<file path="src/design/mi3_pkg.sv">
`timescale 1ns / 1ps
// ----------------------------------------------------------------------------
// mi3_pkg
// Types and constants shared by the 3x3 matrix inverse / adjugate block.
// ----------------------------------------------------------------------------
package mi3_pkg;

    localparam int N_ENT     = 9;
    localparam int A_W       = 16;                 // Q4.12 input entry
    localparam int P_W       = 2 * A_W;            // 2x2 product
    localparam int COF_W     = P_W + 1;            // exact cofactor, Q9.24
    localparam int DP_W      = A_W + COF_W;        // determinant partial product
    localparam int DET_W     = DP_W + 2;           // exact determinant, Q15.36
    localparam int UD_W      = DET_W - 1;          // determinant magnitude
    localparam int RES_W     = 32;                 // result entry, Q8.24
    localparam int DETO_W    = 48;                 // determinant port width
    localparam int NUM_W     = 32;                 // cofactor magnitude
    localparam int FRAC_BITS = 36;
    localparam int DIV_STEPS = NUM_W + FRAC_BITS;  // one quotient bit per stage
    localparam int DIV_LAT   = DIV_STEPS + 2;      // prepare + steps + round
    localparam int COF_LAT   = 4;

    typedef logic signed [A_W-1:0]   t_ent;
    typedef t_ent [N_ENT-1:0]        t_ent_vec;
    typedef logic signed [COF_W-1:0] t_cof;
    typedef t_cof [N_ENT-1:0]        t_cof_vec;
    typedef logic signed [DET_W-1:0] t_det;
    typedef logic signed [RES_W-1:0] t_res;
    typedef t_res [N_ENT-1:0]        t_res_vec;
    typedef logic [3:0]              t_idx;

    // Cofactor k = a[P]*a[Q] - a[S]*a[T], entries indexed 3*row+col
    localparam t_idx COF_P [N_ENT] = '{4'd4, 4'd2, 4'd1, 4'd5, 4'd0, 4'd2, 4'd3, 4'd1, 4'd0};
    localparam t_idx COF_Q [N_ENT] = '{4'd8, 4'd7, 4'd5, 4'd6, 4'd8, 4'd3, 4'd7, 4'd6, 4'd4};
    localparam t_idx COF_S [N_ENT] = '{4'd5, 4'd1, 4'd2, 4'd3, 4'd2, 4'd0, 4'd4, 4'd0, 4'd1};
    localparam t_idx COF_T [N_ENT] = '{4'd7, 4'd8, 4'd4, 4'd8, 4'd6, 4'd5, 4'd6, 4'd7, 4'd3};

    typedef struct packed {
        logic mode;
        t_ent a_r0c0;
        t_ent a_r0c1;
        t_ent a_r0c2;
        t_ent a_r1c0;
        t_ent a_r1c1;
        t_ent a_r1c2;
        t_ent a_r2c0;
        t_ent a_r2c1;
        t_ent a_r2c2;
    } t_mi3_in;

    typedef struct packed {
        t_res                     b_r0c0;
        t_res                     b_r0c1;
        t_res                     b_r0c2;
        t_res                     b_r1c0;
        t_res                     b_r1c1;
        t_res                     b_r1c2;
        t_res                     b_r2c0;
        t_res                     b_r2c1;
        t_res                     b_r2c2;
        logic signed [DETO_W-1:0] det_value;
        logic                     singular;
        logic                     saturated;
    } t_mi3_out;

    // One stage of the restoring divider lane
    typedef struct packed {
        logic [UD_W-1:0]  rem;
        logic [NUM_W-1:0] quo;
        logic             big;
        logic [NUM_W-1:0] num;
        logic [UD_W-1:0]  ud;
        logic             neg;
        logic             mode;
        logic             sing;
        t_res             adj_clip;
        logic             adj_sat;
    } t_div_stage;

endpackage

</file>
<file path="src/design/mi3_merge.sv">
`timescale 1ns / 1ps
// ----------------------------------------------------------------------------
// mi3_merge
// Combine the lane results with the determinant, then output register
// and skid stage that decouple the pipeline from the receiver.
// ----------------------------------------------------------------------------
module mi3_merge
    import mi3_pkg::*;
(
    input  logic     i_clk,
    input  logic     i_rst_n,
    input  logic     i_valid,
    input  t_res_vec i_entries,
    input  logic [N_ENT-1:0] i_sats,
    input  t_det     i_det,
    output logic     o_en,
    output logic     o_out_valid,
    input  logic     i_out_ready,
    output t_mi3_out o_out_data
);

    t_mi3_out n_item;
    logic     det_sat;
    t_mi3_out r_out, r_skid;
    logic     r_out_v, r_skid_v;

    // Merge lanes, clip determinant, gather flags
    always_comb begin
        det_sat = (i_det[DET_W-1:DETO_W-1] != '0) && (i_det[DET_W-1:DETO_W-1] != '1);
        n_item.b_r0c0 = i_entries[0];
        n_item.b_r0c1 = i_entries[1];
        n_item.b_r0c2 = i_entries[2];
        n_item.b_r1c0 = i_entries[3];
        n_item.b_r1c1 = i_entries[4];
        n_item.b_r1c2 = i_entries[5];
        n_item.b_r2c0 = i_entries[6];
        n_item.b_r2c1 = i_entries[7];
        n_item.b_r2c2 = i_entries[8];
        if (det_sat) begin
            n_item.det_value = i_det[DET_W-1] ? {1'b1, {(DETO_W-1){1'b0}}}
                                              : {1'b0, {(DETO_W-1){1'b1}}};
        end else begin
            n_item.det_value = i_det[DETO_W-1:0];
        end
        n_item.singular  = (i_det == '0);
        n_item.saturated = (|i_sats) | det_sat;
    end

    // Hold the pipeline only while the skid stage is occupied
    assign o_en = !r_skid_v;

    always_ff @(posedge i_clk) begin
        if (!i_rst_n) begin
            r_out_v  <= 1'b0;
            r_skid_v <= 1'b0;
        end else if (r_skid_v) begin
            if (i_out_ready) begin
                r_out_v  <= 1'b1;
                r_skid_v <= 1'b0;
            end
        end else if (!r_out_v || i_out_ready) begin
            r_out_v <= i_valid;
        end else if (i_valid) begin
            r_skid_v <= 1'b1;
        end
    end

    always_ff @(posedge i_clk) begin
        if (r_skid_v) begin
            if (i_out_ready) begin
                r_out <= r_skid;
            end
        end else if (!r_out_v || i_out_ready) begin
            r_out <= n_item;
        end else begin
            r_skid <= n_item;
        end
    end

    assign o_out_valid = r_out_v;
    assign o_out_data  = r_out;

endmodule

</file>
<file path="config.mk">
export PLATFORM = sky130hd
export DESIGN_NAME = mi3_merge
export DESIGN_NICKNAME = d
export VERILOG_FILES = /design/src/design/mi3_pkg.sv /design/src/design/mi3_merge.sv
export SDC_FILE = /design/constraint.sdc
export NUM_CORES = 1
export LEC_CHECK = 0
export BUFFER_PORTS_ARGS = -buffer_cell sky130_fd_sc_hd__buf_4
export CORE_ASPECT_RATIO = 0.75
export CORE_UTILIZATION = 30
export CTS_BUF_LIST = sky130_fd_sc_hd__clkbuf_2
export CTS_CLUSTER_DIAMETER = 200
export DETAILED_ROUTE_END_ITERATION = 8
export HOLD_SLACK_MARGIN = 0.02
export SYNTH_ARGS = -nofsm -noshare
export SYNTH_HDL_FRONTEND = slang
export SYNTH_SLANG_ARGS = --single-unit
</file>
<file path="constraint.sdc">
create_clock -name i_clk -period 43 [get_ports i_clk]
set_input_delay 2.15 -clock i_clk [delete_from_list [all_inputs] [get_ports i_clk]]
set_output_delay 2.15 -clock i_clk [all_outputs]
set_load 0.1 [all_outputs]
</file>
# == Yosys cells after proc, flatten, opt, wreduce, memory -nomap -nowiden ==
# Cells that the tools add are included.
# word_totals
out_inout_bits,340
ff_bits,678
elab_cells,53
inputBits,352
# classes
muxes,12
eq_ne,2
bitwise,3
reduce_logical,10
# ops
cell,n
two-way mux 338 bit,3
two-way mux 48 bit,2
zero test 51 bit,1
OR reduction 9 bit,1
two-way mux 1 bit,7
"!= test 4 bit, second input constant",1
AND reduction 2 bit,2
nonzero test 4 bit,1
zero test 1 bit,2
"!= test 2 bit, second input constant",1
inverter 1 bit,2
nonzero test 2 bit,1
logical AND 1 bit,1
logical OR 1 bit,1
OR 1 bit,1

# == Depth between registers and ports, before layout ==
# depth
ltp_word,5
depth_mapped,6
depth_no_buf,4

# == Least setup slack after synthesis ==
# No wires, ideal clock.
# synth_path
path_type,in2reg
from,in i_out_ready
to,"reg r_skid[0] (netlist name), enable pin"
setup_slack_ns,15.174
n_path_buf,0
arrival_time_ns,26.300
required_ns,41.474
cell_stages,1
setup_time_ns,1.526
path_cell_list,nor3b_1
# synth_between
elab_chain_len,3
# synth_rtl
element,line_no,text
from (decl),mi3_merge.sv:18,"input logic i_out_ready,"
logical OR 1 bit,mi3_merge.sv:73,end else if (!r_out_v || i_out_ready) begin
inverter 1 bit (no line),--,
AND reduction 2 bit (no line),--,
to (signal assigned),mi3_merge.sv:76,r_skid <= n_item;
to (decl),mi3_merge.sv:24,"t_mi3_out r_out, r_skid;"
# Every way passes these cells.
# A chain may end at the register's enable or synchronous reset.

# == Final worst setup path ==
# layout_path
from,reg r_skid_v
to,out o_en
# layout_between
elab_chain_len,1
# layout_rtl
element,line_no,text
from (decl),mi3_merge.sv:25,"logic r_out_v, r_skid_v;"
from (signal assigned),mi3_merge.sv:55,r_skid_v <= 1'b0;
from (signal assigned),mi3_merge.sv:59,r_skid_v <= 1'b0;
from (signal assigned),mi3_merge.sv:64,r_skid_v <= 1'b1;
zero test 1 bit,mi3_merge.sv:50,assign o_en = !r_skid_v;
to (decl),mi3_merge.sv:16,"output logic o_en,"
# Every way passes these cells.

==> results <==
- The area growth from synthesis to layout is 31.97%.
- The core region is 82320 um^2.
- TritonCTS built the clock tree.
- The average instance area after synthesis is 21.81 um^2.
- Once layout is done, the placed cells without fillers occupy 32960 um^2.
- In this run the cell area of the synthesized design comes to 24980 um^2.
- Of the cells placed in the final design, the portion with a size suffix greater than 1 is 0.6222.
- In this run, post-CTS hold repair placed 0 buffers.
- By area the synthesized netlist is led by edfxtp_1, mux2_2, a21o_1.
- Clock tree synthesis inserted a total of 169 buffers.
- In this run, synthesis inferred 676 flip-flops with an integrated enable.
- The commonest non-fill, non-tap cell in the layout is buf_4.
- The die outline area is 84420 um^2.
- The largest voltage drop on the vdd net is about 22 uV.
- The largest fanout on the critical path is 49.
- After clock tree synthesis, the setup repair step added 0 buffers.
- The number of vias per cell after detailed routing is 4.346.
- The part of the power in registers is 0.509.
- The critical path start-end classification is flop to output pin.
- The total vias in the final route is 13.98k.
- In this run the number of H-tree levels came out at 4.
- The placed cell area is 31440 um^2.
- For this run, the register share of the synthesized area comes to 0.8143.
- The total of endpoints with negative setup slack in the final report is 0.
- In the final routed layout, each cell accounts on average for around 19 um.
- The weighted congestion at the end of routability-driven global placement is 0.7871.
- The main flop type after synthesis is edfxtp_1.
- Measured against its own limit, the worst slew margin works out to 0.1739.
- The internal portion of the total power is 1014 uW.
- Wires add up to 62.02 mm.
- The starting density of the core is 0.3034.
- The number of different library cells in the post-synthesis netlist is 23.
- The run finished with clean final reports.
- STA classifies the critical path startpoint as a flop.
- Of all cell types, the one taking the most synthesized area is edfxtp_1.
- The number of gates given a new drive strength after cts is 0.
- The count of buffers added on input and output ports is between 600 and 700.
- The final worst clock skew is 83.10 ps.
- The post-placement worst setup slack is 38350 ps.
- The buffer levels on the longest clock path is 3.
- Counting every sink on the clock net gives between 600 and 700.
- The category of cells accounting for the largest share of critical-path delay is flip-flops.
- The final antenna-violating net count is 0.
- The worst endpoint required time is 40850 ps.
- The overall overflow remaining after global route is 0.
- The clock-pin slew of the registers on the worst-case setup and hold paths is roughly 90 ps.
- The number of max-slew violations in the final report is 0.
- The fraction of power spent switching nets is 0.3452.
- The part of the total power dissipated in the clock network is 0.276.
- During synthesis, Yosys emitted a total of 0 warnings.
- The synthesized netlist cell count is 1145.
- The count of buffer and inverter cells on the critical path is 2.
- The analysis attributes to cell leakage a power of ~0.013 uW.
- The library cell contributing the largest single delay on the critical path is dfxtp_4.
- Along the worst hold path, the cell count comes to 1.
- The count of TritonRoute iterations in the first routing pass is 5.
- The number of design rule violations left after detail routing is 0.
- The min-delay analysis places its worst path in the category flop to flop.
- The worst path in the final design needs a cycle of 4649 ps, including I/O delays and setup.
- The number of global-route vias before repair is 14.91k.
- Static timing analysis puts the maximum clock frequency at 215.1 MHz.
- The count of cells along the worst register-to-register path is 3.
- The first global-routing pass estimated 91.15 mm of wire.
- Setup repair after global routing left no endpoint under its margin.
- The clock network latency to the later pin of the worst-skew pair is roughly 1300 ps.
- Traced cell by cell, the critical path runs through inv_2 -> buf_4.
- The final worst setup slack is 38350 ps.
- The number of nets at the end of the flow is 2325.
- The die is around 340 um wide.
- The critical path depth is 2.
- The share of total power in combinational logic is 0.215.
- The initial antenna violation count is 3.
- Entering global routing, the biggest net connects 77 pins.
- The root buffer cell is clkbuf_2.
- Overall power consumption after layout is estimated at about 1500 uW.
- On the worst path, the slowest cell contributes a delay of 920 ps.
- The detailed placer's ending HPWL is 41.98 mm.
- At the worst endpoint, the arrival time is approximately 2500 ps.
- The synthesis-stage register bit count is around 680.
- After routing, the total negative slack on setup checks comes to 0 ps.
- The reported net switching power is 534.4 uW.
- The final cycle utilization of the critical path is 0.1081.
- In the layout the commonest cells are buf_4, edfxtp_1, mux2_2.
- The y dimension of the die is between 200 and 300 um.
- In this run, the number of DRC markers left after iteration 0 of detailed routing was 699.
- The areal power density over the cells is 46.97 nW/um^2.
- Of all flip-flops after synthesis, the portion carrying an async set or reset was 0.
- The count of pins on the block boundary is ~690.
- Across every metal layer, demand over resource in global routing totals 0.1425.
- The number of nets in the synthesized netlist is 1497.
- The total of max-cap violations is 0.
- Of the post-synthesis cell area, the dominant cell type holds 0.8127.
- The count of standard-cell rows is 91.
- The hold violation total from the final report is 0.
- At the pin with the least slew margin, the transition time is 1236 ps.
- STA classifies the critical path endpoint as an output pin.
[final timing paths]
kind                    startpoint                   endpoint  slack (ps)
max reg2reg    r_skid_v$_SDFF_PN0_  o_out_data[216]$_DFFE_PP_       39890
min reg2reg  r_skid[328]$_DFFE_PP_  o_out_data[328]$_DFFE_PP_         510
max            r_skid_v$_SDFF_PN0_                       o_en       38350
min          r_skid[328]$_DFFE_PP_  o_out_data[328]$_DFFE_PP_         510
[sequential cells by signal (all words and copies together) (netlist names)]
| name | cells |
|---|---|
| o_out_data | 338 |
| r_skid_v | 1 |
| o_out_valid | 1 |
| r_skid | 338 |
[area by class of cell]
cell class,instances,area (um^2)
sequential,678,20340
timing repair buffer,706,5300
antenna,10,25.02
fill,7591,49360
tap,1116,1396
clock buffer,227,1136
clock inverter,62,355.3
inverter,1,3.754
multi-input combinational,417,4400
[cells by family (layout without fill, tap and decap cells)]
kind of cell           count (synthesis)  in the layout  share of synthesized area
buffers and inverters                 50            996                    0.01052
other                                  0             10                          0
muxes                                339            339                     0.1528
DFF                                  678            678                     0.8143
and+or+nand+nor                       28             28                   0.007414
AOI/OAI and AO/OA                     50             50                    0.01493
[power groups by stage]
stage / Sequential, uW / Clock, uW / Combinational (uW)
after global placement: 803 / 0 / 332
after detailed placement: 804 / 0 / 335
final: 789 / 427 / 333
after global routing: 793 / 479 / 342
after floorplan: 1030 / 0 / 38.3
after CTS: 789 / 450 / 335
[metrics by stage]
step | util | std cells | hold slack (ps)
after floorplan | - | 1145 | 523.2
after global placement | 0.3820 | 2918 | 528.1
after detailed placement | 0.3820 | 2918 | 530.2
after CTS | 0.4001 | 3207 | 501.5
after global routing | 0.4004 | 3217 | 501.5
final | 0.4004 | 3217 | 509.8
[routing by layer]
metal,part of all wire,GRT usage,vias up
li1,-,-,6371
met2,0.50,0.2302,539
met4,0.019,0.04892,0
met1,0.39,0.1691,6986
met5,0,0,-
met3,0.090,0.06202,85
[synth_stat cells, types with 3 or more instances]
master and n:
edfxtp_1 676, a21o_1 47, buf_2 30, nor4_1 13
mux2_2 338, buf_6 4, nand4_1 3, clkbuf_1 13
Note: power is estimated with default switching activity, not from simulation.
